### src/rtl/core/bb3_pkg.sv
// Package for the 3x3 box blur core: widths, register indexes, reset values
// and the types passed between the core's submodules.
// No dependencies; every other file of the core imports it.
package bb3_pkg;

  localparam int PIX_W     = 8;
  localparam int CFG_W     = 11;
  localparam int CFG_IDX_W = 1;

  localparam logic [CFG_IDX_W-1:0] REG_FRAME_WIDTH  = 1'd0;
  localparam logic [CFG_IDX_W-1:0] REG_FRAME_HEIGHT = 1'd1;

  localparam logic [CFG_W-1:0] RST_FRAME_WIDTH  = 11'd640;
  localparam logic [CFG_W-1:0] RST_FRAME_HEIGHT = 11'd480;

  localparam int DEF_MAX_WIDTH  = 1024;
  localparam int DEF_MAX_HEIGHT = 1024;

  // Depth of the output queue that decouples the stream from a stalled receiver.
  localparam int OUT_DEPTH = 8;

  // Division by nine as a multiplication by a rounded-up reciprocal; exact
  // for every sum of nine 8-bit pixels.
  localparam int SUM_W       = 12;
  localparam int RECIP_W     = 13;
  localparam int RECIP_SHIFT = 16;
  localparam logic [RECIP_W-1:0] RECIP_NINE = 13'd7282;

  typedef logic [PIX_W-1:0] pix_t;

  // Window rows: 0 is two lines back, 2 the current line; column 2 is newest.
  typedef logic [2:0][2:0][PIX_W-1:0] win_t;

  typedef struct packed {
    pix_t px;
    logic has_out;
    logic interior;
    logic last;
  } bb3_item_t;

  typedef struct packed {
    logic interior;
    logic last;
  } bb3_tag_t;

  typedef struct packed {
    pix_t pixel;
    logic last;
  } bb3_res_t;

  typedef struct packed {
    logic s1;
    logic s2;
  } bb3_busy_t;

endpackage

### src/rtl/core/bb3_mean.sv
// Window sum and division by nine, with the border pass-through selection.
// Two register stages: the sum, then the scaled quotient into the output queue.
// Depends on bb3_pkg.
module bb3_mean (
  input  logic              clk,
  input  logic              rst_n,
  input  logic              win_valid,
  input  bb3_pkg::bb3_tag_t win_tag,
  input  bb3_pkg::win_t     win,
  output logic              busy,
  output logic              push,
  output bb3_pkg::bb3_res_t push_data
);
  import bb3_pkg::*;

  logic [SUM_W-1:0]         sum;
  logic [SUM_W-1:0]         sum_r;
  pix_t                     centre_r;
  bb3_tag_t                 tag_r;
  logic                     s3_v_r;
  logic [SUM_W+RECIP_W-1:0] prod;

  always_comb begin
    sum = '0;
    for (int i = 0; i < 3; i++) begin
      for (int j = 0; j < 3; j++) begin
        sum = sum + SUM_W'(win[i][j]);
      end
    end
  end

  always_ff @(posedge clk) begin
    if (!rst_n) begin
      s3_v_r <= 1'b0;
    end else begin
      s3_v_r <= win_valid;
    end
    sum_r    <= sum;
    centre_r <= win[1][1];
    tag_r    <= win_tag;
  end

  always_comb begin
    prod            = (SUM_W+RECIP_W)'(sum_r) * (SUM_W+RECIP_W)'(RECIP_NINE);
    push            = s3_v_r;
    push_data.pixel = tag_r.interior ? prod[RECIP_SHIFT +: PIX_W] : centre_r;
    push_data.last  = tag_r.last;
  end

  assign busy = s3_v_r;

endmodule

### config.mk
export PLATFORM = sky130hd
export DESIGN_NAME = bb3_mean
export DESIGN_NICKNAME = d
export VERILOG_FILES = /design/src/rtl/core/bb3_pkg.sv /design/src/rtl/core/bb3_mean.sv
export SDC_FILE = /design/constraint.sdc
export NUM_CORES = 1
export LEC_CHECK = 0
export BUFFER_PORTS_ARGS = -buffer_cell sky130_fd_sc_hd__buf_2
export CORE_ASPECT_RATIO = 1.5
export CORE_MARGIN = 5
export CORE_UTILIZATION = 40
export CTS_CLUSTER_SIZE = 8
export DETAILED_ROUTE_END_ITERATION = 8
export PLACE_DENSITY = 0.59
export SLEW_MARGIN = 20
export SYNTH_ARGS = -nofsm -noshare
export SYNTH_HDL_FRONTEND = slang
export SYNTH_SLANG_ARGS = --single-unit
### constraint.sdc
create_clock -name clk -period 7 [get_ports clk]
set_input_delay 0.7 -clock clk [delete_from_list [all_inputs] [get_ports clk]]
set_output_delay 0.7 -clock clk [all_outputs]
set_load 0.1 [all_outputs]
==> reports/qor.yml <==
grt_overflow_total: 0
first_pass_iters: 4
rows: 46
synth-edff-count: 0
clock-sinks: 23
syn-num-nets: 668
regArea_um2: 460.4
grt_pass1_wl_mm: 16.40
cts_hold_buf: 0
hold_viol_final: 0
start_kind: "register"
diodes: 0
path_clk_slew_ps: 70
ios: 88
avgSynthCellArea_um2: 10.22
min_to: "push_data[0]"
hold_class: "in2reg"
drv_cap: 0
cp.required_ps: 6300
io_buffers: 87
yosys_warnings: 0
route.detailed.drc: 0
arrival_ps: 5520
cp_common_cell: "inv_1"
totalWireLength_mm: 9.634
vias_per_cell: 4.765
ys_seq_area_share_pct: 10.52
period_minus_slack_ps: 6215
critPathKind: "reg2out"
synth_largest_area_cell: "fa_1"
yosysTopAreaCellShare_pct: 37.98
syn_to_final_growth_pct: 15.36
worstMarginPinSlew_ps: 591.9
hold_path_startpoint: "win_tag[0]"
drive_gt1_share_pct: 19.22
setup_violations: 0
fillers: 1023
path_cells: "inv_1 > fa_1 > inv_1 > ha_1 > inv_1 > fa_1 > inv_1 > fa_1 > inv_1 > fa_1 > inv_1 > ha_1 > and3_1 > a221o_1 > a31o_1 > a21oi_4 > xnor2_1 > mux2_2 > buf_2"
cts_buffers: 3
cpPeakStageDelay_ps: 530
cts_buffer_depth: 2
ys_types: 40
postRouteAntennaNets: 0
gp_congestion: 0.9107
async_flop_share_pct: 0
outcome: "finished clean"
period_share_pct: 88.79
rsz0062_at_grt: "no"
first_global_vias: 3626
h-tree-depth: 1
relSlewSlack_pct: 60.48
fmax_mhz: 160.9
crit_path_end_kind: "output port"
final_cell_mix: "inv_1, buf_2, fa_1"
whs_ps: 528.7
ys_ff_latch: 23
grt_max_degree: 16
final_common_cell: "inv_1"
hold_depth: 1
finalSetupTns_ps: 0
slowest_stage: "fa_1"
dp_hpwl_mm: 9.066
grt_usage_pct: 16.01
vias: 3140
wl_per_cell_um: 14.62
yosys-top-cells-area: "fa_1, ha_1, dfxtp_1"
multi_input_area_um2: 3463
syn_inst: 428
path_max_fanout: 5
cts_tree: "built"
post-cts-setup-buffers: 0
fp.coreArea_um2: 10650
cts_root_buf: "clkbuf_16"
dieWidth_um: 95.40
drtIter0Drc: 64
start_util_pct: 41.09
syn-cell-area_um2: 4375
cts_resized: 0
timing.final.max_slew_violations: 0
nNetsFinal: 756
synthFlopType: "dfxtp_1"
die_h_um: 138.1
antenna_found_initial: 0
die_area_um2: 13170
## worst max path at each step
stage	start	end	slack [ps]
5_1_grt	sum_r[9]	push_data[1]	480
3_3_place_gp	sum_r[3]	push_data[1]	1120
4_1_cts	sum_r[9]	push_data[3]	740
2_1_floorplan	sum_r[3]	push_data[6]	80
6_report	sum_r[9]	push_data[3]	780
3_5_place_dp	sum_r[9]	push_data[3]	1060
## critical path: cells and delay by family, from the launching register on
family	cells	cell delay [ps]
flip-flops	1	430
multiplexers	1	170
AO/OA/AOI/OAI	3	770
AND/OR/NAND/NOR	1	200
buffers and inverters	7	790
adder cells (fa/ha/maj)	6	2710
XOR/XNOR	1	160
## cell usage after synthesis, types with 2 or more instances
| library cell | n |
|---|---|
| inv_1 | 114 |
| nor2_1 | 10 |
| nand3_1 | 4 |
| xnor2_1 | 10 |
| a21oi_1 | 17 |
| fa_1 | 83 |
| o41ai_1 | 2 |
| dfxtp_1 | 23 |
| ha_1 | 80 |
| nand2_1 | 14 |
| a21o_1 | 9 |
| xor2_1 | 7 |
| buf_4 | 2 |
| nand4_1 | 2 |
| o22ai_1 | 2 |
| o31ai_1 | 2 |
| nand2b_1 | 5 |
| mux2_2 | 5 |
| o21bai_1 | 2 |
| o21ai_0 | 12 |
| o2111ai_1 | 2 |
| nor3_1 | 3 |
## logic make-up (layout without fill, tap and decap cells)
family / Yosys count / in the layout / synth area share (%)
adder cells (fa/ha/maj): 163 / 163 / 60.85
XOR/XNOR: 17 / 17 / 3.403
AO/OA/AOI/OAI: 58 / 58 / 8.750
flip-flops: 23 / 23 / 10.52
AND/OR/NAND/NOR: 44 / 44 / 4.862
multiplexers: 5 / 5 / 1.287
buffers and inverters: 118 / 205 / 10.32
## layer usage
metal	track usage [%]	vias up	wire length, µm
met5	0	-	0
met4	6.672	0	361
met3	2.334	22	358
met2	31.12	77	5579
met1	16.26	1505	3335
li1	-	1536	-
## registers in the layout, indices dropped and copies added (netlist names)
register,count
busy,1
centre_r,8
push_data,1
sum_r,12
tag_r,1
## layout make-up
cell class | instances | share of cell area [%]
clock buffers | 3 | 1.487
repair buffers | 87 | 8.627
inverters | 114 | 8.478
multi-input cells | 287 | 68.62
clock inverters | 1 | 0.09916
well taps | 144 | 3.570
flip-flops and latches | 23 | 9.122
## through the flow
stage | utilization, % | setup slack (ps) | std cells | area [µm²]
2_1_floorplan | - | 78.20 | 428 | 4375
3_3_place_gp | 46.65 | 1125 | 655 | 4967
3_5_place_dp | 46.65 | 1061 | 655 | 4967
4_1_cts | 47.40 | 739.1 | 659 | 5047
5_1_grt | 47.40 | 477.5 | 659 | 5047
6_report | 47.40 | 784.9 | 659 | 5047
Power is left out: the tool's default activity adds up to more than one toggle a clock period on the data nets, which glitch-free logic cannot reach.
