**config.mk**
```make
export PLATFORM = sky130hd
export DESIGN_NAME = bb3_out_fifo_flat
export DESIGN_NICKNAME = d
export VERILOG_FILES = /design/src/rtl/core/bb3_pkg.sv /design/src/rtl/core/bb3_stream_if.sv /design/src/rtl/core/bb3_out_fifo.sv /design/src/flat_wrapper.sv
export SDC_FILE = /design/constraint.sdc
export NUM_CORES = 1
export LEC_CHECK = 0
export BUFFER_PORTS_ARGS = -buffer_cell sky130_fd_sc_hd__buf_4
export CAP_MARGIN = 20
export CORE_UTILIZATION = 35
export CTS_CLUSTER_SIZE = 30
export DETAILED_ROUTE_END_ITERATION = 10
export SKIP_LAST_GASP = 1
export SYNTH_ARGS = -nofsm -noshare
export SYNTH_HDL_FRONTEND = slang
export SYNTH_SLANG_ARGS = --single-unit
```
**constraint.sdc**
```tcl
create_clock -name clk -period 3.2 [get_ports clk]
set_input_delay 0.64 -clock clk [delete_from_list [all_inputs] [get_ports clk]]
set_output_delay 0.64 -clock clk [all_outputs]
set_load 0.01 [all_outputs]
```
**src/rtl/core/bb3_pkg.sv**
```systemverilog
// Package for the 3x3 box blur core: widths, register indexes, reset values
// and the types passed between the core's submodules.
// No dependencies; every other file of the core imports it.
package bb3_pkg;

  localparam int PIX_W     = 8;
  localparam int CFG_W     = 11;
  localparam int CFG_IDX_W = 1;

  localparam logic [CFG_IDX_W-1:0] REG_FRAME_WIDTH  = 1'd0;
  localparam logic [CFG_IDX_W-1:0] REG_FRAME_HEIGHT = 1'd1;

  localparam logic [CFG_W-1:0] RST_FRAME_WIDTH  = 11'd640;
  localparam logic [CFG_W-1:0] RST_FRAME_HEIGHT = 11'd480;

  localparam int DEF_MAX_WIDTH  = 1024;
  localparam int DEF_MAX_HEIGHT = 1024;

  // Depth of the output queue that decouples the stream from a stalled receiver.
  localparam int OUT_DEPTH = 8;

  // Division by nine as a multiplication by a rounded-up reciprocal; exact
  // for every sum of nine 8-bit pixels.
  localparam int SUM_W       = 12;
  localparam int RECIP_W     = 13;
  localparam int RECIP_SHIFT = 16;
  localparam logic [RECIP_W-1:0] RECIP_NINE = 13'd7282;

  typedef logic [PIX_W-1:0] pix_t;

  // Window rows: 0 is two lines back, 2 the current line; column 2 is newest.
  typedef logic [2:0][2:0][PIX_W-1:0] win_t;

  typedef struct packed {
    pix_t px;
    logic has_out;
    logic interior;
    logic last;
  } bb3_item_t;

  typedef struct packed {
    logic interior;
    logic last;
  } bb3_tag_t;

  typedef struct packed {
    pix_t pixel;
    logic last;
  } bb3_res_t;

  typedef struct packed {
    logic s1;
    logic s2;
  } bb3_busy_t;

endpackage

```
**src/rtl/core/bb3_stream_if.sv**
```systemverilog


interface bb3_out_if;
  import bb3_pkg::*;

  logic valid;
  logic ready;
  pix_t pixel_out;
  logic frame_last;

  modport source (output valid, output pixel_out, output frame_last, input ready);
  modport sink   (input valid, input pixel_out, input frame_last, output ready);
endinterface

```
**src/rtl/core/bb3_out_fifo.sv**
```systemverilog
// Output queue of result words, driving the result channel.
// Its fill level is returned for the input credit check. Depends on bb3_pkg.
module bb3_out_fifo #(
  parameter int DEPTH = bb3_pkg::OUT_DEPTH,
  localparam int PW   = $clog2(DEPTH),
  localparam int NW   = $clog2(DEPTH + 1)
) (
  input  logic              clk,
  input  logic              rst_n,
  input  logic              push,
  input  bb3_pkg::bb3_res_t push_data,
  output logic [NW-1:0]     count,
  bb3_out_if.source         out_ch
);
  import bb3_pkg::*;

  bb3_res_t       q_r [DEPTH];
  logic [PW-1:0]  wr_ptr_r, rd_ptr_r;
  logic [NW-1:0]  count_r;
  logic           pop;

  assign pop = out_ch.valid && out_ch.ready;

  always_ff @(posedge clk) begin
    if (push) begin
      q_r[wr_ptr_r] <= push_data;
    end
  end

  always_ff @(posedge clk) begin
    if (!rst_n) begin
      wr_ptr_r <= '0;
      rd_ptr_r <= '0;
      count_r  <= '0;
    end else begin
      if (push) begin
        wr_ptr_r <= (32'(wr_ptr_r) == DEPTH - 1) ? '0 : wr_ptr_r + PW'(1);
      end
      if (pop) begin
        rd_ptr_r <= (32'(rd_ptr_r) == DEPTH - 1) ? '0 : rd_ptr_r + PW'(1);
      end
      if (push && !pop) begin
        count_r <= count_r + NW'(1);
      end else if (pop && !push) begin
        count_r <= count_r - NW'(1);
      end
    end
  end

  always_comb begin
    out_ch.valid      = count_r != '0;
    out_ch.pixel_out  = q_r[rd_ptr_r].pixel;
    out_ch.frame_last = q_r[rd_ptr_r].last;
  end

  assign count = count_r;

`ifndef SYNTHESIS
  a_no_overflow: assert property (@(posedge clk) disable iff (!rst_n)
    push |-> (32'(count_r) < DEPTH || pop))
    else $error("result word pushed into a full output queue");
`endif

endmodule

```
**src/flat_wrapper.sv**
```systemverilog
// flat-port wrapper written by rule: the top's interface ports become plain ports
module bb3_out_fifo_flat import bb3_pkg::*;
#(
  parameter int DEPTH = bb3_pkg::OUT_DEPTH,
  localparam int PW   = $clog2(DEPTH),
  localparam int NW   = $clog2(DEPTH + 1)
)
  (clk, rst_n, push, push_data, count, out_ch_valid, out_ch_pixel_out, out_ch_frame_last, out_ch_ready);
  bb3_out_if out_ch_i ();
  input  logic clk;
  input  logic rst_n;
  input  logic push;
  input  bb3_pkg::bb3_res_t push_data;
  output logic [NW-1:0] count;
  output wire logic [$bits(out_ch_i.valid)-1:0] out_ch_valid;
  output wire logic [$bits(out_ch_i.pixel_out)-1:0] out_ch_pixel_out;
  output wire logic [$bits(out_ch_i.frame_last)-1:0] out_ch_frame_last;
  input wire logic [$bits(out_ch_i.ready)-1:0] out_ch_ready;
  assign out_ch_valid = out_ch_i.valid;
  assign out_ch_pixel_out = out_ch_i.pixel_out;
  assign out_ch_frame_last = out_ch_i.frame_last;
  assign out_ch_i.ready = out_ch_ready;
  bb3_out_fifo #(.DEPTH(DEPTH)) u_core (.clk(clk), .rst_n(rst_n), .push(push), .push_data(push_data), .count(count), .out_ch(out_ch_i));
endmodule
```
==> results of run 1 <==
## worst min-delay path, stage by stage, from the launching register on
cell and delay (ps):
dfxtp_1 340, nand2_1 60, mux2i_1 60
## metal layers
metal	up-vias	GRT usage [%]
li1	792	-
met5	-	0
met3	4	4.486
met4	0	4.348
met1	828	14.97
met2	35	20.67
## synthesized netlist by cell type
cell type / n / area (um^2)
edfxtp_1: 72 / 2162
nand3b_1: 1 / 7.510
a31oi_1: 1 / 6.260
or4_4: 1 / 11.26
clkbuf_1: 3 / 11.26
mux2_2: 9 / 101.4
fa_1: 1 / 20.02
nand3_1: 2 / 10.01
buf_12: 1 / 20.02
o21ai_0: 1 / 5.000
dfxtp_1: 13 / 260.3
nor3_1: 2 / 10.01
or3_1: 1 / 6.260
nand4b_1: 1 / 8.760
inv_1: 1 / 3.750
nor2_1: 8 / 30.03
and2_1: 2 / 12.51
a211oi_1: 1 / 7.510
mux2i_1: 4 / 40.04
nor2b_1: 3 / 18.77
buf_1: 1 / 3.750
a21boi_0: 4 / 30.03
nand2b_1: 5 / 31.28
nand2_1: 8 / 30.03
a21oi_1: 1 / 5.000
ha_1: 7 / 87.58
xnor2_1: 2 / 17.52
buf_6: 1 / 11.26
buf_2: 1 / 5.000
mux4_1: 18 / 473.0
## per-stage QoR
step | setup WS, ps | hold WS (ps) | cell area, um^2 | utilization, % | instances
2_1_floorplan | 866.8 | 464.2 | 3447 | - | 176
3_3_place_gp | 819.9 | 494.9 | 3827 | 40.84 | 334
3_5_place_dp | 775.3 | 491.6 | 3827 | 40.84 | 334
4_1_cts | 514.4 | 492.5 | 4004 | 42.72 | 350
5_1_grt | 452.4 | 496.8 | 4004 | 42.72 | 350
6_report | 558.6 | 502.7 | 4004 | 42.72 | 350
## worst max path at each step
stage | to | from | slack (ps)
5_1_grt | out_ch_pixel_out[2] | register | 450
3_3_place_gp | u_core.count[3]$_SDFFE_PN0P_ | u_core.count[0]$_SDFFE_PN0P_ | 820
3_5_place_dp | u_core.count[3]$_SDFFE_PN0P_ | u_core.count[0]$_SDFFE_PN0P_ | 780
6_report | out_ch_pixel_out[2] | register | 560
2_1_floorplan | u_core.count[3]$_SDFFE_PN0P_ | u_core.count[0]$_SDFFE_PN0P_ | 870
4_1_cts | out_ch_pixel_out[4] | register | 510
## sequential cells by signal, summed over array words and instances (netlist names), named ones only
name / flops
u_core.q_r: 72
u_core.count: 4
u_core.rd_ptr_r: 3
u_core.wr_ptr_r: 3
## cell families after synthesis
logic type                 synth area share, %
xor gates and xnor gates                0.5083
AOI/OAI and AO/OA                        1.561
DFF                                      70.27
muxes                                    17.82
buffers and inverters                    1.597
and+or+nand+nor                          5.118
adders and majority gates                3.122
## final cells by class
cell class / instances / area share, %
clock inverters: 6 / 1.219
repair buffers: 36 / 6.750
flip-flops and latches: 85 / 60.50
clock buffers: 10 / 3.187
multi-input cells: 83 / 24.22
inverters: 1 / 0.09375
well taps: 129 / 4.031
## power by group through the flow
stage          Sequential (W)  Combinational [W]  Clock (W)
4_1_cts               0.00130           0.000625   0.000691
3_5_place_dp          0.00133           0.000622          0
3_3_place_gp          0.00133           0.000612          0
5_1_grt               0.00131           0.000669   0.000729
6_report              0.00130           0.000612   0.000663
2_1_floorplan         0.00133           0.000422          0
==> impl_results.md, run 1 <==
- Final Setup Violations: 0
- R2r setup slk: approximately 750 ps
- Total core area: around 0.0094 mm^2
- Num CTS Buffers: 9
- Tmin final: ~2600 ps
- Static leakage: roughly 1.4 nW
- CP max FO: 18
- Hold_buf cts: 0
- RSZ-0062 raised after global routing: false
- Fmax: 378.6 MHz
- Clock power frac: around a quarter
- Most numerous cell on the critical path: buf_4
- WL per Instance: about 16 um
- Wire length on met2: around 2800 um
- CP Depth: 4
- Final Hold Viols: 0
- Area of the mapped netlist: around 0.0034 mm^2
- Max Cap Viol: 0
- Post-CTS Resized: 0
- DRT Wirelength: between 5000 and 6000 um
- PortBufs: 26
- Internal: 0.001885 W
- Kind of critical path: reg -> out
- Share of total power in combinational logic: 23.7%
- Max-slew violations: 0
- Flops & latches, synth: between 80 and 90
- Routed Antenna Nets: 0
- Sequential share of power: between 50 and 60%
- Sequential cell area: approximately 0.0024 mm^2
- Status: completed
- Fin Setup TNS: 0 ps
- Post-CTS setup repair buffer count: 0
- Sink Count: 85
- Layout net count: ~240
- Sw Share: 26.86%
- Largest net degree at the start of global routing: 19
- DRT iter0 DRCs: 33
- Worst hold start: u_core.count[3]$_SDFFE_PN0P_
- Num rows: 35
- Total power: approximately 0.0026 W
- Pre-antenna DRT Iters: 4
- Worst path cell trace: buf_4 -> mux4_1 -> mux2_2 -> buf_4
- Clk Latency, worst-skew pair: around 340 ps
- R2r endpoint: u_core.count[3]$_SDFFE_PN0P_
- Placer Congestion: 0.6943
- YS warnings: 0
- Psw: 0.0006923 W
- Max VDD drop: 390.1 uV
- HP Class: reg -> reg
- Tightest Pin Transition: ~660 ps
- Grt ovf: 0
- DRC violations left: 0
- Number of global-route vias before repair: 1714
- Initial Utilization: 36.78%
- Critical Path Slowest Stage Cell: mux4_1
- Syn Inst Count: between 150 and 200
- Post-route clock period utilization: between 80% and 90%
- HPWL after detailed placement: around 3600 um
- Final Skew: 7.998 ps
- H-tree depth: 3
- Worst r2r src: u_core.count[0]$_SDFFE_PN0P_
- Most common cell after layout, fill and taps aside: edfxtp_1
- Relative slew slack: between 50% and 60%
- Clock Pin Slew Worst Setup and Hold Paths: ~80 ps
- R2R depth: 9
- Power Density: 643.8 mW/mm^2
- Die Width: 101.2 um
- Top layer in use: met4
- CTS tree: done
- Via Count: roughly 1700
- Fraction of layout cells with a size suffix above 1: 27.60%
- # fillers: 827
- Vias per cell: 4.740
- Post-synthesis net count: between 150 and 200
- Root cell of the clock tree: clkbuf_8
- Hold EP: u_core.count[3]$_SDFFE_PN0P_
- IO Pins: 27
- Hold path cells: 2
- Average size of a mapped cell: 19.59 um^2
- CP bufs+invs: 2
- DR WL met3: approximately 250 um
- Initial antenna violation count: 0
- Clk buf depth: 2
- Post-Route M1 WL: 2604 um
- Most frequent cells in the layout: edfxtp_1 (72), buf_4 (36), mux4_1 (18), dfxtp_1 (13)
- Library cells used by synthesis: 30
- Max stage delay on crit path: ~620 ps
- N_diodes: 0
- Critical path capture point type: output pin
- Die area: between 0.01 and 0.015 mm^2
- Crit-path leading delay family: multiplexers
- Element type at the critical path start: register
- Layout area overhead: 16.15%
- Die H: 101.2 um
- Critical Path RT: 2560 ps
- Total Routing Usage GR: around an eighth
- First-pass GRT wire length: approximately 9000 um
- Post-synthesis sequential area ratio: between 70% and 80%
- Arrival time at the worst endpoint: ~2000 ps
- Area occupied by multi-input gates: approximately 970 um^2
Note: power is estimated with default switching activity, not from simulation.
==> run 2: changes to the inputs <==
clock period = 2.61 ns   (was 3.2 ns; I/O delays follow)
==> impl_results.md, run 2 (same netlist as run 1, synthesis figures left out) <==
- IO Pins: 27
- Final Setup Violations: 0
- Cells after DPL: between 300 and 400
- DRT Wirelength: 5657 um
- Final Skew: about 11 ps
- Initial Utilization: 36.78%
- Finished Layout Cells: 352
- Clk buf depth: 2
- Most numerous cell on the critical path: buf_4
- Most frequent cells in the layout: edfxtp_1 (72), buf_4 (38), mux4_1 (18), dfxtp_1 (13)
- Post-route clock period utilization: 95.58%
- PortBufs: 26
- Pre-antenna DRT Iters: 4
- WL per Instance: 16.07 um
- Power Density: around 800 mW/mm^2
- Sink Count: 85
- Area occupied by multi-input gates: ~970 um^2
- Critical path capture point type: output pin
- Biggest register: u_core.q_r
- Num CTS Buffers: 9
- Final Hold Viols: 0
- Clock Pin Slew Worst Setup and Hold Paths: around 90 ps
- Cell Area, Placed: just under 0.004 mm^2
- Routed Antenna Nets: 0
- HPWL after detailed placement: about 3600 um
- Max stage delay on crit path: between 600 and 700 ps
- Element type at the critical path start: register
- # fillers: slightly below 900
- Most common cell after layout, fill and taps aside: edfxtp_1
- Die area: 0.01025 mm^2
- Max Cap Viol: 0
- Relative slew slack: between 60% and 70%
- Sequential cell area: 0.002422 mm^2
- Die Width: a little over 100 um
- Fmax: around 400 MHz
- H-tree depth: 3
- Grt ovf: 0
- Clk Latency, worst-skew pair: approximately 350 ps
- Post-CTS setup repair buffer count: 0
- Layout net count: ~240
- Static leakage: 1.417 nW
- Fraction of layout cells with a size suffix above 1: just under 30%
- CP max FO: 18
- Hold_buf cts: 0
- Max-slew violations: 0
- Tightest Pin Transition: 568.5 ps
- Layout area overhead: 17.42%
- Initial antenna violation count: 0
- HP Class: in -> reg
- Kind of critical path: reg -> out
- Post-Route Utilization: between 40% and 50%
- Critical Path Slowest Stage Cell: mux4_1
- Max VDD drop: roughly 550 uV
- Via Count: about 1700
- DRT iter0 DRCs: 65
- Total core area: around 0.0094 mm^2
- Setup ws final: between 100 and 150 ps
- Vias per cell: about 4.8
- Placer Congestion: slightly below 0.7
- Num rows: 35
- Number of flip-flops under the largest register name: slightly above 70
- Arrival time at the worst endpoint: just under 2000 ps
- Largest net degree at the start of global routing: 19
- Post-Place Worst Slack: 183.8 ps
- Total Routing Usage GR: around 12%
- First-pass GRT wire length: between 8000 and 9000 um
- Root cell of the clock tree: clkbuf_8
- N_diodes: 0
- CTS tree: done
- Die H: 101.2 um
- Critical Path RT: ~2100 ps
- Fin Setup TNS: 0 ps
- Number of global-route vias before repair: roughly 1700
- Fin area: ~0.004 mm^2
- RSZ-0062 raised after global routing: false
- DRC violations left: 0
- Tmin final: between 2000 and 2500 ps
- Worst path cell trace: buf_4 -> mux4_1 -> mux2_2 -> buf_4
- Status: completed
- Post-CTS Resized: 0
run 2: stage by stage:
step | power [W] | hold WS, ps
2_1_floorplan | 0.002148 | 464.2
3_3_place_gp | 0.002377 | 478.4
3_5_place_dp | 0.002386 | 487.7
4_1_cts | 0.003328 | 385.2
5_1_grt | 0.003464 | 383.3
6_report | 0.003289 | 397.6
run 2: path summary, 6_finish.rpt:
check	startpoint	slack (ps)	endpoint	cells after the start
max	register	120	out_ch_frame_last	4
min	push_data[8]	400	u_core.q_r[2][8]$_DFFE_PP_	1
max reg2reg	u_core.count[0]$_SDFFE_PN0P_	220	u_core.count[3]$_SDFFE_PN0P_	9
min reg2reg	u_core.count[3]$_SDFFE_PN0P_	500	u_core.count[3]$_SDFFE_PN0P_	2
run 2: cell type report:
cell class / instances / area share, %
Clock inverter: 7 / 1.947
Clock buffer: 9 / 3.060
Tap cell: 129 / 3.988
Multi-Input combinational cell: 83 / 24.02
Timing Repair Buffer: 38 / 7.048
Inverter: 1 / 0.09274
Sequential cell: 85 / 59.85
run 2: critical path: cells and delay by family, from the launching register on:
kind                   cells  cell delay (ps)
muxes                      2              880
buffers and inverters      2              430
DFF                        1              310
run 2: where the power goes:
| part | leakage, nW | switching, W | internal [W] | total (W) |
|---|---|---|---|---|
| combinational | 0.551 | 0.000331 | 0.000416 | 0.000748 |
| sequential | 0.761 | 0.0000554 | 0.00154 | 0.00160 |
| clock | 0.105 | 0.000485 | 0.000458 | 0.000943 |
| total | 1.42 | 0.000872 | 0.00242 | 0.00329 |
run 2: layer usage:
metal  share of wire, %  vias up  global-route usage [%]
li1                   -      798                       -
met1                 46      839                   15.02
met2                 49       36                   20.04
met3                4.2        4                   3.313
met4               0.83        0                   4.682
met5                  0        -                       0
