<file path="src/rtl/core/bb3_pkg.sv">
// Package for the 3x3 box blur core: widths, register indexes, reset values
// and the types passed between the core's submodules.
// No dependencies; every other file of the core imports it.
package bb3_pkg;

  localparam int PIX_W     = 8;
  localparam int CFG_W     = 11;
  localparam int CFG_IDX_W = 1;

  localparam logic [CFG_IDX_W-1:0] REG_FRAME_WIDTH  = 1'd0;
  localparam logic [CFG_IDX_W-1:0] REG_FRAME_HEIGHT = 1'd1;

  localparam logic [CFG_W-1:0] RST_FRAME_WIDTH  = 11'd640;
  localparam logic [CFG_W-1:0] RST_FRAME_HEIGHT = 11'd480;

  localparam int DEF_MAX_WIDTH  = 1024;
  localparam int DEF_MAX_HEIGHT = 1024;

  // Depth of the output queue that decouples the stream from a stalled receiver.
  localparam int OUT_DEPTH = 8;

  // Division by nine as a multiplication by a rounded-up reciprocal; exact
  // for every sum of nine 8-bit pixels.
  localparam int SUM_W       = 12;
  localparam int RECIP_W     = 13;
  localparam int RECIP_SHIFT = 16;
  localparam logic [RECIP_W-1:0] RECIP_NINE = 13'd7282;

  typedef logic [PIX_W-1:0] pix_t;

  // Window rows: 0 is two lines back, 2 the current line; column 2 is newest.
  typedef logic [2:0][2:0][PIX_W-1:0] win_t;

  typedef struct packed {
    pix_t px;
    logic has_out;
    logic interior;
    logic last;
  } bb3_item_t;

  typedef struct packed {
    logic interior;
    logic last;
  } bb3_tag_t;

  typedef struct packed {
    pix_t pixel;
    logic last;
  } bb3_res_t;

  typedef struct packed {
    logic s1;
    logic s2;
  } bb3_busy_t;

endpackage

</file>
<file path="src/rtl/core/bb3_ctrl.sv">
// Configuration registers and raster position counters of the box blur core.
// Classifies each accepted word and issues the line store access.
// Depends on bb3_pkg.
module bb3_ctrl #(
  parameter int MAX_WIDTH  = bb3_pkg::DEF_MAX_WIDTH,
  parameter int MAX_HEIGHT = bb3_pkg::DEF_MAX_HEIGHT,
  localparam int CW        = $clog2(MAX_WIDTH)
) (
  input  logic                           clk,
  input  logic                           rst_n,
  input  logic                           cfg_we,
  input  logic [bb3_pkg::CFG_IDX_W-1:0]  cfg_index,
  input  logic [bb3_pkg::CFG_W-1:0]      cfg_wdata,
  input  logic                           take,
  input  bb3_pkg::pix_t                  pixel_in,
  input  logic                           drain,
  output logic                           issue,
  output logic [CW-1:0]                  addr,
  output bb3_pkg::bb3_item_t             item
);
  import bb3_pkg::*;

  localparam int WW  = $clog2(MAX_WIDTH + 1);
  localparam int HW  = $clog2(MAX_HEIGHT + 1);
  localparam int IRW = $clog2(MAX_HEIGHT + 2);
  localparam int ORW = $clog2(MAX_HEIGHT);

  logic [CFG_W-1:0] frame_width_r;
  logic [CFG_W-1:0] frame_height_r;
  logic [WW-1:0]    w_eff;
  logic [HW-1:0]    h_eff;

  logic [CW-1:0]  in_col_r,  in_col_nxt;
  logic [IRW-1:0] in_row_r,  in_row_nxt;
  logic [CW-1:0]  out_col_r, out_col_nxt;
  logic [ORW-1:0] out_row_r, out_row_nxt;

  logic row_full;
  logic ignore;
  logic col_wrap;
  logic out_col_wrap;

  always_ff @(posedge clk) begin
    if (!rst_n) begin
      frame_width_r  <= RST_FRAME_WIDTH;
      frame_height_r <= RST_FRAME_HEIGHT;
    end else if (cfg_we) begin
      unique case (cfg_index)
        REG_FRAME_WIDTH:  frame_width_r  <= cfg_wdata;
        REG_FRAME_HEIGHT: frame_height_r <= cfg_wdata;
        default: ;
      endcase
    end
  end

  // A zero dimension counts as one and anything above the maximum as the maximum.
  always_comb begin
    if (frame_width_r == '0) begin
      w_eff = WW'(1);
    end else if (32'(frame_width_r) > MAX_WIDTH) begin
      w_eff = WW'(MAX_WIDTH);
    end else begin
      w_eff = WW'(frame_width_r);
    end
    if (frame_height_r == '0) begin
      h_eff = HW'(1);
    end else if (32'(frame_height_r) > MAX_HEIGHT) begin
      h_eff = HW'(MAX_HEIGHT);
    end else begin
      h_eff = HW'(frame_height_r);
    end
  end

  always_comb begin
    row_full     = 32'(in_row_r) >= 32'(h_eff);
    ignore       = drain && !row_full;
    issue        = take && !ignore;
    addr         = in_col_r;
    col_wrap     = (32'(in_col_r) + 1) >= 32'(w_eff);
    out_col_wrap = (32'(out_col_r) + 1) >= 32'(w_eff);

    item.px       = (drain || row_full) ? '0 : pixel_in;
    // Nothing leaves until the word one line and one pixel later has arrived.
    item.has_out  = !((in_row_r == '0) || (in_row_r == IRW'(1) && in_col_r == '0));
    item.interior = (out_row_r != '0) && ((32'(out_row_r) + 2) <= 32'(h_eff)) &&
                    (out_col_r != '0) && ((32'(out_col_r) + 2) <= 32'(w_eff));
    item.last     = ((32'(out_row_r) + 1) >= 32'(h_eff)) && out_col_wrap;
  end

  always_comb begin
    in_col_nxt  = in_col_r;
    in_row_nxt  = in_row_r;
    out_col_nxt = out_col_r;
    out_row_nxt = out_row_r;
    if (issue) begin
      if (item.has_out && item.last) begin
        in_col_nxt  = '0;
        in_row_nxt  = '0;
        out_col_nxt = '0;
        out_row_nxt = '0;
      end else begin
        in_col_nxt = col_wrap ? '0 : in_col_r + CW'(1);
        in_row_nxt = col_wrap ? in_row_r + IRW'(1) : in_row_r;
        if (item.has_out) begin
          out_col_nxt = out_col_wrap ? '0 : out_col_r + CW'(1);
          out_row_nxt = out_col_wrap ? out_row_r + ORW'(1) : out_row_r;
        end
      end
    end
  end

  always_ff @(posedge clk) begin
    if (!rst_n) begin
      in_col_r  <= '0;
      in_row_r  <= '0;
      out_col_r <= '0;
      out_row_r <= '0;
    end else begin
      in_col_r  <= in_col_nxt;
      in_row_r  <= in_row_nxt;
      out_col_r <= out_col_nxt;
      out_row_r <= out_row_nxt;
    end
  end

`ifndef SYNTHESIS
  a_frame_end_rewinds: assert property (@(posedge clk) disable iff (!rst_n)
    (issue && item.has_out && item.last) |=>
      (in_col_r == '0 && in_row_r == '0 && out_col_r == '0 && out_row_r == '0))
    else $error("position counters not rewound after the last pixel of a frame");
`endif

endmodule

</file>
<file path="config.mk">
export PLATFORM = sky130hd
export DESIGN_NAME = bb3_ctrl
export DESIGN_NICKNAME = d
export VERILOG_FILES = /design/src/rtl/core/bb3_pkg.sv /design/src/rtl/core/bb3_ctrl.sv
export SDC_FILE = /design/constraint.sdc
export NUM_CORES = 1
export LEC_CHECK = 0
export BUFFER_PORTS_ARGS = -buffer_cell sky130_fd_sc_hd__buf_4
export CAP_MARGIN = 20
export CORE_AREA = 3 3 107 109
export CTS_CLUSTER_DIAMETER = 40
export CTS_CLUSTER_SIZE = 8
export DETAILED_ROUTE_END_ITERATION = 12
export DIE_AREA = 0 0 110 112
export GPL_TIMING_DRIVEN = 1
export PLACE_DENSITY = 0.77
export SYNTH_ARGS = -nofsm -noshare
export SYNTH_HDL_FRONTEND = slang
export SYNTH_SLANG_ARGS = --single-unit
</file>
<file path="constraint.sdc">
create_clock -name clk -period 3.75 [get_ports clk]
set_clock_uncertainty 0.05 [all_clocks]
set_input_delay 0.75 -clock clk [delete_from_list [all_inputs] [get_ports clk]]
set_output_delay 0.75 -clock clk [all_outputs]
set_load 0.1 [all_outputs]
</file>
==> results of run 1 <==
-- power by group through the flow --
stage | clock network, uW | logic [uW] | registers (uW)
floorplan | 0 | 178 | 717
global placement | 0 | 270 | 710
detailed placement | 0 | 278 | 711
CTS | 727 | 284 | 694
global route | 755 | 339 | 698
finish | 713 | 315 | 697
-- placed cells by master (no fill, tap or decap), types with 5 or more instances in the layout --
cell type / n
o32ai_1: 7
o211ai_1: 8
or3_1: 12
nand4b_1: 6
dfxtp_4: 6
inv_1: 20
o21ai_0: 14
nor2b_1: 5
dfxtp_1: 47
or4_1: 7
buf_12: 11
a21o_1: 5
ha_1: 72
and3_1: 13
nand2_1: 125
xor2_1: 12
a21oi_1: 51
nand3b_1: 5
nand3_1: 30
and2_1: 7
buf_4: 74
xnor2_1: 26
nor4_1: 6
and2_4: 10
nor3_1: 7
nand4_1: 34
o21a_1: 7
dfxtp_2: 10
nor2_1: 16
a31oi_1: 16
clkbuf_8: 9
-- cell families after synthesis --
| family | share of synthesized area |
|---|---|
| flops | 0.238 |
| fa+ha+maj | 0.182 |
| simple gates | 0.302 |
| xor+xnor | 0.0629 |
| compound gates | 0.166 |
| buf+inv | 0.0499 |
-- registers in the layout, indices dropped and copies added, names as in the netlist --
register        count
frame_width_r      11
addr               10
out_row_r          10
out_col_r          10
frame_height_r     11
in_row_r           11
-- cell type report --
class | instances | area (um2) | area share
clock buffers | 10 | 149 | 0.0227
clock inverters | 6 | 90.1 | 0.0137
inverters | 22 | 83.8 | 0.0128
multi-input cells | 566 | 3980 | 0.608
flip-flops and latches | 63 | 1300 | 0.198
well taps | 140 | 175 | 0.0267
repair buffers | 85 | 776 | 0.118
-- metal layers --
metal | track usage | vias to the layer above | part of all wire
li1 | - | 2628 | -
met2 | 0.415 | 182 | 0.50
met1 | 0.322 | 2575 | 0.43
met4 | 0.0723 | 0 | 0.016
met3 | 0.0417 | 23 | 0.056
met5 | 0 | - | 0
-- timing repair --
item / in CTS / in global routing
pin swaps: 4 / 25
buffers inserted: 2 / 7
resized for setup: 36 / 60
endpoints found under the setup margin: 10 / 13
-- worst paths after layout --
kind / start / endpoint / slack (ns) / depth (start not counted)
max: out_row_r[4] / item[1] / 0.008 / 13
min: frame_width_r[0] / frame_width_r[0] / 0.43 / 2
max reg2reg: addr[2] / in_row_r[5] / 0.20 / 13
min reg2reg: frame_width_r[0] / frame_width_r[0] / 0.43 / 2
-- tightest hold or removal path: stages, from the launching register on --
cell	delay (ns)
dfxtp_1	0.33
nand2_1	0.06
a21oi_1	0.05
-- per-stage QoR --
stage / util / instance area (um2) / hold slack [ns] / cells / total power [uW]
final: 0.613 / 6550 / 0.431 / 892 / 1720
after CTS: 0.586 / 6270 / 0.427 / 885 / 1710
after global routing: 0.613 / 6550 / 0.457 / 892 / 1790
after global placement: 0.551 / 5900 / 0.413 / 867 / 980
after detailed placement: 0.551 / 5900 / 0.416 / 867 / 989
after floorplan: - / 5320 / 0.395 / 697 / 895
==> flow_metrics.py, run 1 <==
metrics = {
    "grt": {
        "grt_max_degree": 35,
        "grt_pass1_vias": 5121,
        "grt_pass1_wl_um": 24400,
        "track_usage": 0.247,
        "overflow": 0,
        "antenna_found_initial": 0,
    },
    "sta": {
        "hold_viol": 0,
        "fmax_ghz": 0.267,
        "fin_ws_ns": 0.00775,
        "slew_headroom": 0.539,
        "fin_crit_ns": 3.74,
        "fin_tns_setup_ns": 0,
        "rsz0062_at_grt": "true",
        "finalCritPeriodShare": 0.998,
        "setup_viol": 0,
        "slew_violations": 0,
        "worst_slew_pin_slew_ns": 0.690,
    },
    "clock_network": {
        "htree_levels": 3,
        "postCtsHoldBufs": 0,
        "clk_pin_slew_worst_paths_ns": 0.08,
        "ctsRootBufferMaster": "clkbuf_8",
        "clk_path_buf_depth": 2,
        "cts_buffers": 9,
        "clkLatencyLatePin_ns": 0.36,
        "cts_tree": "done",
        "cts_sinks": 63,
    },
    "place": {
        "pre_cts_ws_ns": 0.139,
        "dp_hpwl_um": 11500,
        "portBuffers": 46,
        "place_congestion": 0.979,
    },
    "worst_setup_path": {
        "critPathCaptureType": "output pin",
        "cp_slowest_cell": "dfxtp_4",
        "crit_path_max_incr_delay_ns": 0.40,
        "crit_type": "flip-flop to output pin",
        "critPathRequiredTime_ns": 2.95,
        "startpoint_type": "flip-flop",
        "path_delay_family": "simple AND/OR/NAND/NOR gates",
        "crit_path_max_fanout": 9,
        "crit_chain": "and3_1 > and2_4 > and3_1 > nand2_1 > xnor2_1 > ha_1 > nand4_1 > nor3_1 > nand2_1 > o21ai_0 > a31oi_1 > a211oi_4 > buf_12",
        "cp.arrival_ns": 2.94,
        "path_buf_inv": 1,
    },
    "power_and_ir_drop": {
        "sequentialPowerShare": 0.404,
        "vdd_ir_drop_max_mv": 0.369,
        "power.density_mw_per_mm2": 263,
        "leakagePower_uw": 0.00268,
        "p_int_uw": 1210,
        "switching_power_uw": 510,
        "combPwrFrac": 0.183,
        "clkPwrFrac": 0.413,
        "switching_share": 0.296,
    },
    "final_layout": {
        "fillCellCount": 905,
        "drive_gt1_frac": 0.225,
        "diodes": 0,
        "nNetsFinal": 848,
        "syn_to_final_growth_pct": 23.7,
    },
    "drt": {
        "drc": 0,
        "drt_iter0_markers": 407,
        "wl_um": 15400,
        "via_per_inst": 6.06,
        "ant_nets": 0,
        "routedWlPerCell_um": 17.3,
        "drt-pass1-iter-count": 5,
        "num_vias": 5408,
    },
    "synth": {
        "synth_commonest_cells": "127 x nand2_1, 76 x ha_1, 63 x dfxtp_1, 52 x a21oi_1, 41 x clkbuf_1",
        "synth_nets": 798,
        "yosysUniqueCellTypes": 51,
        "synth_ff_type": "dfxtp_1",
        "synth_top_area_frac": 0.238,
        "synth_edf_count": 0,
        "yosys.area.top_type": "dfxtp_1",
        "async_flop_share": 0,
        "synth_most_common_cell": "nand2_1",
        "syn_inst": 697,
        "ys_ff_latch": 63,
        "yosysSeqAreaShare": 0.238,
        "syn-cell-area_mm2": 0.00530,
        "yosysWarnings": 0,
        "ys_top_cells_by_area": "dfxtp_1 24%, ha_1 18%, nand2_1 9.0%",
        "avgSynthCellArea_um2": 7.60,
    },
    "hold_path": {
        "hold_class": "flip-flop to flip-flop",
    },
    "die": {
        "core_area_mm2": 0.0107,
        "die_x_um": 110,
        "ios": 47,
        "die-area_mm2": 0.0123,
        "die_h_um": 112,
        "initial_utilization": 0.495,
        "row_count": 38,
    },
    "flow_run": {
        "maxCapViolCount": 0,
    },
    "run_status": {
        "status": "completed",
    },
}
Note: power is estimated with default switching activity, not from simulation.
==> run 2, diff against run 1 <==
- CAP_MARGIN: 20 -> 0
- CELL_PAD_IN_SITES_DETAIL_PLACEMENT: default -> 0
- CELL_PAD_IN_SITES_GLOBAL_PLACEMENT: default -> 2
- CORE_AREA: 3 3 107 109 -> 3 3 126 128
- DIE_AREA: 0 0 110 112 -> 0 0 129 131
- PLACE_DENSITY: 0.77 -> 0.89
==> run 2 against run 1 <==
  * Register-to-register slack gained 0.04 ns
  * Routed wire length grew 7.5%
  * Worst setup slack gained 0.021 ns
  * Final area grew 2.1%
  * Critical endpoint unchanged
  * Maximum frequency grew 0.57%
==> flow_metrics.py, run 2 (same netlist as run 1, synthesis figures left out) <==
metrics = {
    "power_and_ir_drop": {
        "switching_share": 0.290,
        "clkPwrFrac": 0.469,
        "vdd_ir_drop_max_mv": 0.220,
        "sequentialPowerShare": 0.367,
        "combPwrFrac": 0.164,
        "switching_power_uw": 548,
        "power_uw": 1890,
        "leakagePower_uw": 0.00273,
        "p_int_uw": 1340,
        "power.density_mw_per_mm2": 283,
    },
    "die": {
        "ios": 47,
        "core_area_mm2": 0.0150,
        "die_h_um": 131,
        "initial_utilization": 0.354,
        "die-area_mm2": 0.0169,
        "row_count": 45,
        "die_x_um": 129,
    },
    "grt": {
        "grt_use_met3": 0.0480,
        "track_usage": 0.200,
        "antenna_found_initial": 1,
        "grt_pass1_vias": 5240,
        "grt_pass1_wl_um": 26700,
        "overflow": 0,
        "busiest_layer": "met2",
        "grt_max_degree": 41,
        "use_met2": 0.334,
        "use_met1": 0.256,
    },
    "clock_network": {
        "cts_tree": "done",
        "cts_buffers": 9,
        "clk_path_buf_depth": 2,
        "cts_sinks": 63,
        "ctsRootBufferMaster": "clkbuf_16",
        "clkLatencyLatePin_ns": 0.34,
        "clk_pin_slew_worst_paths_ns": 0.06,
        "htree_levels": 3,
    },
    "worst_setup_path": {
        "critPathCaptureType": "output pin",
        "critPathRequiredTime_ns": 2.95,
        "worst-r2r-setup-slack_ns": 0.24,
        "startpoint_type": "flip-flop",
        "crit_path_max_fanout": 6,
        "crit_type": "flip-flop to output pin",
        "cp.arrival_ns": 2.92,
    },
    "final_layout": {
        "layout_commonest_cell": "nand2_1",
        "reg_top3": "frame_height_r (11), frame_width_r (11), in_row_r (11)",
        "stdcell_area_mm2": 0.00669,
        "syn_to_final_growth_pct": 26.3,
        "multi_input_area_mm2": 0.00396,
        "utilization": 0.447,
        "drive_gt1_frac": 0.221,
        "layout_common_cells": "125 x nand2_1, 80 x buf_4, 74 x ha_1, 53 x dfxtp_1, 51 x a21oi_1",
        "diodes": 0,
        "nNetsFinal": 854,
        "fillCellCount": 1473,
        "seqCellArea_mm2": 0.00129,
    },
    "sta": {
        "fin_tns_setup_ns": 0,
        "finalCritPeriodShare": 0.992,
        "hold_viol": 0,
        "slew_violations": 0,
        "rsz0062_at_grt": "true",
        "setup_viol": 0,
        "fmax_ghz": 0.269,
        "fin_crit_ns": 3.72,
        "slew_headroom": 0.561,
        "worst_slew_pin_slew_ns": 0.657,
    },
    "place": {
        "placed_cell_area_mm2": 0.00599,
        "dp_hpwl_um": 12300,
        "place_congestion": 0.863,
        "portBuffers": 46,
    },
    "drt": {
        "wl_um": 16600,
        "drc": 0,
        "drt-pass1-iter-count": 5,
        "routedWlPerCell_um": 17.5,
        "num_vias": 5361,
        "ant_nets": 0,
        "drt_iter0_markers": 316,
        "via_per_inst": 5.67,
    },
    "flow_run": {
        "maxCapViolCount": 0,
    },
    "hold_path": {
        "hold_class": "flip-flop to flip-flop",
    },
    "run_status": {
        "status": "completed",
    },
}
-- run 2: routing by layer --
layer / vias to the layer above / part of all wire
met1: 2559 / 0.46
met2: 136 / 0.48
met3: 31 / 0.041
met5: - / 0.00078
met4: 2 / 0.021
li1: 2633 / -
-- run 2: per-stage QoR --
stage | setup WS, ns | hold slack (ns) | std cells
global route | -0.118 | 0.453 | 945
global placement | 0.114 | 0.417 | 920
floorplan | -0.233 | 0.395 | 697
detailed placement | 0.133 | 0.414 | 920
CTS | -0.0240 | 0.421 | 936
finish | 0.0289 | 0.428 | 945
-- run 2: final cells by class --
type                       count  share of cell area
multi-input combinational    566               0.592
sequential                    63               0.192
timing repair buffer          91               0.123
clock buffer                  10              0.0374
tap                          188              0.0352
inverter                      22              0.0123
clock inverter                 5             0.00842
-- run 2: timing repair --
action,4_1_cts,5_1_grt
setup buffers,1,9
gates resized for setup,34,54
pin swaps,4,17
hold buffers,0,0
endpoints found under the setup margin,10,14
-- run 2: path summary, 6_finish.rpt --
| check | cells past startpoint | to | start |
|---|---|---|---|
| worst min-delay path | 2 | frame_height_r[4] | frame_height_r[4] |
| worst min register to register | 2 | frame_height_r[4] | frame_height_r[4] |
| worst max register to register | 13 | in_row_r[6] | addr[2] |
| worst max-delay path | 10 | item[1] | out_row_r[4] |
-- run 2: worst max-delay path: stages, from the launching register on --
cell	delay (ns)
dfxtp_4	0.38
and3_4	0.19
and2_4	0.16
nand4_1	0.11
xnor2_1	0.15
ha_1	0.31
a21o_1	0.22
a211oi_4	0.30
nand4b_1	0.23
a211oi_4	0.32
buf_12	0.21
-- run 2: power by group through the flow --
stage | Sequential [uW] | Clock (uW) | Combinational, uW
2_1_floorplan | 717 | 0 | 178
3_3_place_gp | 710 | 0 | 278
3_5_place_dp | 711 | 0 | 283
4_1_cts | 696 | 894 | 291
5_1_grt | 697 | 925 | 339
6_report | 695 | 887 | 311
